<file path="src/design/smf_pkg.sv">
// Package: constants and types shared by the sliding median filter modules.
`default_nettype none
package smf_pkg;

  localparam int WINDOW   = 11;
  localparam int HALF     = WINDOW / 2;
  localparam int TAPS     = HALF + 1;
  localparam int SAMPLE_W = 32;
  localparam int AGE_W    = $clog2(WINDOW);
  localparam int SEEN_W   = $clog2(WINDOW + 1);
  localparam int K_W      = (TAPS > 1) ? $clog2(TAPS) : 1;

  localparam logic [AGE_W-1:0] AGE_LAST = AGE_W'(WINDOW - 1);

  typedef struct packed {
    logic signed [SAMPLE_W-1:0] sample_in;
    logic                       end_of_sequence;
  } smf_in_t;

  typedef struct packed {
    logic signed [SAMPLE_W-1:0] sample_out;
    logic                       last_out;
  } smf_out_t;

  typedef struct packed {
    logic signed [SAMPLE_W-1:0] value;
    logic [AGE_W-1:0]           age;
  } smf_entry_t;

  typedef struct packed {
    logic       lt;
    smf_entry_t entry;
  } smf_slot_t;

endpackage
`default_nettype wire

</file>
<file path="src/design/smf_cell.sv">
// One cell of the sorted window chain: holds one sample and its age.
`default_nettype none
module smf_cell (
  input  wire logic                                clk,
  input  wire logic                                rst_n,
  input  wire logic                                shift_en,
  input  wire logic signed [smf_pkg::SAMPLE_W-1:0] sample,
  input  wire logic [smf_pkg::AGE_W-1:0]           init_age,
  input  wire logic                                dl_in,
  input  wire smf_pkg::smf_slot_t                  right,
  input  wire smf_pkg::smf_slot_t                  left_rem,
  output      smf_pkg::smf_slot_t                  own,
  output      smf_pkg::smf_slot_t                  rem,
  output      logic                                dl_out
);

  smf_pkg::smf_entry_t entry_r;
  smf_pkg::smf_entry_t entry_nxt;
  logic                lt;

  assign lt        = $signed(sample) < $signed(entry_r.value);
  assign own.lt    = lt;
  assign own.entry = entry_r;
  assign dl_out    = dl_in | (entry_r.age == smf_pkg::AGE_LAST);

  // close the gap left by the evicted entry
  assign rem.lt    = dl_out ? right.lt : lt;
  assign rem.entry = dl_out ? right.entry : entry_r;

  always_comb begin
    if (!rem.lt) begin
      entry_nxt.value = rem.entry.value;
      entry_nxt.age   = rem.entry.age + smf_pkg::AGE_W'(1);
    end else if (!left_rem.lt) begin
      entry_nxt.value = sample;
      entry_nxt.age   = '0;
    end else begin
      entry_nxt.value = left_rem.entry.value;
      entry_nxt.age   = left_rem.entry.age + smf_pkg::AGE_W'(1);
    end
  end

  always_ff @(posedge clk) begin
    if (!rst_n) begin
      entry_r.value <= '0;
      entry_r.age   <= init_age;
    end else if (shift_en) begin
      entry_r <= entry_nxt;
    end
  end

endmodule
`default_nettype wire

</file>
<file path="src/design/smf_out_fifo.sv">
// Two-entry output queue between the result stage and the output channel.
`default_nettype none
module smf_out_fifo (
  input  wire logic              clk,
  input  wire logic              rst_n,
  input  wire logic              push,
  input  wire smf_pkg::smf_out_t push_data,
  output      logic              full,
  output      logic              out_valid,
  input  wire logic              out_ready,
  output      smf_pkg::smf_out_t out_data
);

  smf_pkg::smf_out_t ent_r [2];
  logic              wr_ptr_r;
  logic              rd_ptr_r;
  logic [1:0]        cnt_r;
  logic              pop;

  assign out_valid = cnt_r != 2'd0;
  assign full      = cnt_r == 2'd2;
  assign out_data  = ent_r[rd_ptr_r];
  assign pop       = out_valid && out_ready;

  always_ff @(posedge clk) begin
    if (push) begin
      ent_r[wr_ptr_r] <= push_data;
    end
  end

  always_ff @(posedge clk) begin
    if (!rst_n) begin
      wr_ptr_r <= 1'b0;
      rd_ptr_r <= 1'b0;
      cnt_r    <= 2'd0;
    end else begin
      if (push) begin
        wr_ptr_r <= ~wr_ptr_r;
      end
      if (pop) begin
        rd_ptr_r <= ~rd_ptr_r;
      end
      case ({push, pop})
        2'b10:   cnt_r <= cnt_r + 2'd1;
        2'b01:   cnt_r <= cnt_r - 2'd1;
        default: cnt_r <= cnt_r;
      endcase
    end
  end

endmodule
`default_nettype wire

</file>
<file path="src/design/sliding_median_filter_core.sv">
// Top level: sliding median filter over a sorted chain of window cells.
//
//  channel | direction | handshake            | payload
//  in_     | input     | in_valid / in_ready  | in_data  (smf_in_t)
//  out_    | output    | out_valid / out_ready| out_data (smf_out_t)
//
// One item per cycle; every cell compares the new sample and updates at once.
// A result waits in the pend_* registers until the output queue has room.
// A last item stalls input while held samples drain. Reset (rst_n low, synchronous)
// clears counts and queue, zeroes values, sets ages to cell index; no clear pass.
// A full output queue holds the result stage and drops in_ready.
`default_nettype none
module sliding_median_filter_core (
  input  wire logic             clk,
  input  wire logic             rst_n,
  input  wire logic             in_valid,
  output      logic             in_ready,
  input  wire smf_pkg::smf_in_t in_data,
  output      logic             out_valid,
  input  wire logic             out_ready,
  output      smf_pkg::smf_out_t out_data
);

  localparam int W = smf_pkg::WINDOW;

  logic                              accept;
  logic [smf_pkg::SEEN_W-1:0]        seen_r;
  logic [smf_pkg::SEEN_W-1:0]        seen_inc;
  logic [smf_pkg::K_W-1:0]           first_k;
  logic                              pend_valid_r;
  logic                              pend_last_r;
  logic                              pend_full_r;
  logic [smf_pkg::K_W-1:0]           pend_k_r;
  logic                              pend_hold;
  logic                              push;
  logic                              fifo_full;
  smf_pkg::smf_out_t                 res;
  logic signed [smf_pkg::SAMPLE_W-1:0] tap_r [smf_pkg::TAPS];

  smf_pkg::smf_slot_t own [W];
  smf_pkg::smf_slot_t rem [W];
  logic               dl  [W+1];
  smf_pkg::smf_slot_t edge_hi;
  smf_pkg::smf_slot_t edge_lo;

  assign accept    = in_valid && in_ready;
  assign push      = pend_valid_r && !fifo_full;
  assign pend_hold = pend_last_r && (pend_k_r != '0);
  assign in_ready  = !pend_valid_r || (!fifo_full && !pend_hold);

  assign seen_inc = (seen_r == smf_pkg::SEEN_W'(W)) ? seen_r :
                    seen_r + smf_pkg::SEEN_W'(1);
  assign first_k  = (seen_inc > smf_pkg::SEEN_W'(smf_pkg::HALF)) ?
                    smf_pkg::K_W'(smf_pkg::HALF) :
                    smf_pkg::K_W'(seen_inc - smf_pkg::SEEN_W'(1));

  assign edge_lo.lt    = 1'b0;
  assign edge_lo.entry = '0;
  assign edge_hi.lt    = 1'b1;
  assign edge_hi.entry = '0;
  assign dl[0]         = 1'b0;

  for (genvar j = 0; j < W; j++) begin : g_cell
    smf_cell u_cell (
      .clk      (clk),
      .rst_n    (rst_n),
      .shift_en (accept),
      .sample   (in_data.sample_in),
      .init_age (smf_pkg::AGE_W'(j)),
      .dl_in    (dl[j]),
      .right    ((j == W - 1) ? edge_hi : own[(j == W - 1) ? j : j + 1]),
      .left_rem ((j == 0) ? edge_lo : rem[(j == 0) ? j : j - 1]),
      .own      (own[j]),
      .rem      (rem[j]),
      .dl_out   (dl[j+1])
    );
  end

  always_ff @(posedge clk) begin
    if (accept) begin
      tap_r[0] <= in_data.sample_in;
      for (int i = 1; i < smf_pkg::TAPS; i++) begin
        tap_r[i] <= tap_r[i-1];
      end
    end
  end

  always_comb begin
    if (pend_full_r && (pend_k_r == smf_pkg::K_W'(smf_pkg::HALF))) begin
      res.sample_out = own[smf_pkg::HALF].entry.value;
    end else begin
      res.sample_out = tap_r[pend_k_r];
    end
    res.last_out = pend_last_r && (pend_k_r == '0);
  end

  always_ff @(posedge clk) begin
    if (!rst_n) begin
      seen_r       <= '0;
      pend_valid_r <= 1'b0;
      pend_last_r  <= 1'b0;
      pend_full_r  <= 1'b0;
      pend_k_r     <= '0;
    end else if (accept) begin
      seen_r       <= in_data.end_of_sequence ? '0 : seen_inc;
      pend_valid_r <= in_data.end_of_sequence ||
                      (seen_inc > smf_pkg::SEEN_W'(smf_pkg::HALF));
      pend_last_r  <= in_data.end_of_sequence;
      pend_full_r  <= seen_inc == smf_pkg::SEEN_W'(W);
      pend_k_r     <= in_data.end_of_sequence ? first_k : smf_pkg::K_W'(smf_pkg::HALF);
    end else if (push) begin
      if (pend_hold) begin
        pend_k_r <= pend_k_r - smf_pkg::K_W'(1);
      end else begin
        pend_valid_r <= 1'b0;
      end
    end
  end

  smf_out_fifo u_out_fifo (
    .clk       (clk),
    .rst_n     (rst_n),
    .push      (push),
    .push_data (res),
    .full      (fifo_full),
    .out_valid (out_valid),
    .out_ready (out_ready),
    .out_data  (out_data)
  );

  a_last_starts_drain: assert property (@(posedge clk) disable iff (!rst_n)
    accept && in_data.end_of_sequence |=> pend_valid_r && pend_last_r && seen_r == '0)
    else $error("last item did not start a drain");

  a_seen_bound: assert property (@(posedge clk) disable iff (!rst_n)
    seen_r <= smf_pkg::SEEN_W'(W))
    else $error("seen count beyond window");

  a_drain_blocks_input: assert property (@(posedge clk) disable iff (!rst_n)
    pend_valid_r && pend_hold |-> !in_ready)
    else $error("input taken while held samples drain");

  a_full_blocks_input: assert property (@(posedge clk) disable iff (!rst_n)
    pend_valid_r && fifo_full |=> $stable(seen_r) && pend_valid_r)
    else $error("result stage lost while output queue full");

endmodule
`default_nettype wire

</file>
<file path="config.mk">
export PLATFORM = sky130hd
export DESIGN_NAME = sliding_median_filter_core
export DESIGN_NICKNAME = d
export VERILOG_FILES = /design/src/design/smf_pkg.sv /design/src/design/smf_cell.sv /design/src/design/smf_out_fifo.sv /design/src/design/sliding_median_filter_core.sv
export SDC_FILE = /design/constraint.sdc
export NUM_CORES = 2
export LEC_CHECK = 0
export ABC_AREA = 1
export BUFFER_PORTS_ARGS = -buffer_cell sky130_fd_sc_hd__buf_2
export CELL_PAD_IN_SITES_DETAIL_PLACEMENT = 1
export CELL_PAD_IN_SITES_GLOBAL_PLACEMENT = 1
export CORE_MARGIN = 2
export CORE_UTILIZATION = 48
export CTS_CLUSTER_SIZE = 40
export DETAILED_ROUTE_END_ITERATION = 10
export PLACE_DENSITY_LB_ADDON = 0.1
export SLEW_MARGIN = 40
export SYNTH_ARGS = -nofsm -noshare
export SYNTH_HDL_FRONTEND = slang
export SYNTH_HIERARCHICAL = 1
export SYNTH_SLANG_ARGS = --single-unit
</file>
<file path="constraint.sdc">
create_clock -name clk -period 10.5 [get_ports clk]
set_input_delay 1.575 -clock clk [delete_from_list [all_inputs] [get_ports clk]]
set_output_delay 1.575 -clock clk [all_outputs]
set_load 0.005 [all_outputs]
</file>
==> results by group <==
Timing
  • WHS: 0.440 ns
  • Worst-margin pin slew: 0.821 ns
  • Final Hold Fails: 0
  • Slew margin rel.: 45.3%
  • Max Fclk: 0.143 GHz
  • Clk_skew: 0.0342 ns
  • Setup TNS: 0 ns
  • Tmin final: 6.99 ns
  • Worst Setup Slack, final: 3.51 ns
  • Final Setup Violations: 0
  • Final count of pins violating max slew: 0
  • Final Cycle Share: 66.5%
  • RSZ-0062 raised after global routing: no

Worst setup path
  • Element type at the critical path start: flop
  • WP data arrival: 7.39 ns
  • Critical path buffers and inverters: 20
  • Worst reg-to-reg setup slack: 3.51 ns
  • Worst path max stage delay: 0.56 ns
  • Worst Setup End Kind: flop
  • Critical path's top delay family: buffers and inverters
  • Critical Path Most Common Cell: nand2_1
  • Kind of critical path: flop to flop
  • Slowest cell on the critical path: nand2_2
  • Critical path peak fanout: 41
  • Required time of the critical path: 10.90 ns

Route
  • Detailed-route via count: 47300
  • Total routed wirelength: 176000 um
  • DR WL/cell: 21.0 um
  • DRC viols: 0
  • DRT iter0 DRCs: 3737
  • Antenna Nets Post-Route: 0
  • Via/cell ratio: 5.65
  • Pre-Repair DR Iteration Count: 7

Die
  • Area of the core: 105000 um2
  • Die X: 329 um
  • Row cnt: 119
  • Number of I/O pins: 72
  • Die area: 108000 um2
  • DIE HEIGHT: 329 um
  • Initial Utilization: 48.3%

Global routing
  • Gr ovfl total: 0
  • Antenna violations before repair: 2
  • GRT Overall Usage: 32.0%
  • First-pass GRT wire length: 276000 um
  • Largest net degree at the start of global routing: 100
  • Vias in the first global route: 47100

Placement
  • Inst Count DP: 8224
  • Buffers on Ports: 71
  • Final GP Congestion: 0.989
  • Pre-CTS setup slack: 3.59 ns
  • DP HPWL: 125000 um

Hold path
  • Worst hold path class: flop to flop

Clock network
  • CTS sink cnt: 672
  • H-tree levels: 3
  • Max Root-Sink Buffers: 3
  • Clock buffer count from CTS: 83
  • Setup Fix Bufs, Post-CTS: 0
  • Root buffer cell: clkbuf_16
  • Clk pin slew, worst setup/hold paths: 0.06 ns
  • Clock Latency Late Sink: 0.67 ns
  • CTS tree: done
  • Resized cells post-CTS: 0
  • Hold_buf cts: 0

Logic synthesis
  • Post-Syn Instances: 6937
  • Post-Syn Area: 50800 um2
  • Yosys warns: 6
  • Mean Syn Cell Area: 7.32 um2

Finish
  • Proportion of layout cells with a drive suffix above 1: 11.5%
  • Ant. Diodes: 0
  • Core Util, Final: 52.2%
  • Final Net Count: 7327
  • Finished Layout Cells: 8379
  • Area delta synth->final: 7.95%

Power and ir drop
  • Leakage power figure: 27.4 nW
  • Power Dens Cells: 306 nW/um2
  • Peak VDD IR: 162 uV

Job
  • Max_cap viols: 0

Run status
  • Status: finished clean
==> routing by layer <==
metal  track usage (%)  vias to the layer above  share of wire (%)
li1                  -                    22900                  -
met1              46.5                    23000                 48
met2              49.3                     1130                 43
met3              3.25                      247                5.0
met4              11.5                        0                3.6
met5                 0                        -                  0
==> cells in the final DEF, fill, tap and decap left out, types with 20 or more instances in the layout <==
cell type  instances
nand3_4           22
o21ai_1           21
buf_4             80
o21ai_0          530
xor2_1            25
conb_1           128
dfxtp_1          367
inv_1            858
inv_2             25
or2_2            362
nand3_1         1274
edfxtp_1         302
a31oi_1           33
buf_2             70
nor2_1           327
nand2_2           20
mux2_4            30
nand2_1         1357
a21oi_1          163
nand4_1           35
ha_1             371
clkbuf_16         86
mux2i_1          341
==> registers in the layout, summed over array words and instances, names as in the netlist, named ones only <==
signal and count:
g_cell.u_cell/own 396, pend_full_r 1, pend_k_r 3, pend_last_r 1, pend_valid_r 1, seen_r 4, tap_r 192, u_out_fifo/cnt_r 2
u_out_fifo/ent_r 66, u_out_fifo/rd_ptr_r 1, u_out_fifo/wr_ptr_r 1
==> layout make-up <==
| type | instances | area, um2 |
|---|---|---|
| inverter | 884 | 3330 |
| clock buffer | 108 | 2320 |
| multi-input combinational | 5123 | 29400 |
| fill | 13500 | 50300 |
| clock inverter | 46 | 559 |
| sequential | 672 | 16500 |
| tap | 1391 | 1740 |
| timing repair buffer | 155 | 1010 |
==> through the flow <==
step                      power [mW]  area (um2)
after detailed placement        13.5       51900
after global placement          13.2       51900
after floorplan                 11.1       51300
after CTS                       16.7       54800
final                           16.8       54800
after global routing            18.1       54800
==> power breakdown <==
| part | total, mW | switching [mW] | leakage (nW) | internal [mW] |
|---|---|---|---|---|
| Clock | 3.08 | 1.24 | 1.40 | 1.84 |
| Combinational | 9.32 | 5.91 | 20.0 | 3.41 |
| Sequential | 4.36 | 0.924 | 5.98 | 3.44 |
==> final timing paths <==
check                                    start                            endpoint  depth (start not counted)
max          g_cell[0].u_cell/own[0]$_DFFE_PP_  g_cell[10].u_cell/own[2]$_DFFE_PP_                         39
min                     tap_r[0][11]$_DFFE_PP_              tap_r[1][11]$_DFFE_PP_                          0
max reg2reg  g_cell[0].u_cell/own[0]$_DFFE_PP_  g_cell[10].u_cell/own[2]$_DFFE_PP_                         39
min reg2reg             tap_r[0][11]$_DFFE_PP_              tap_r[1][11]$_DFFE_PP_                          0
(Power assumes the default switching activity.)
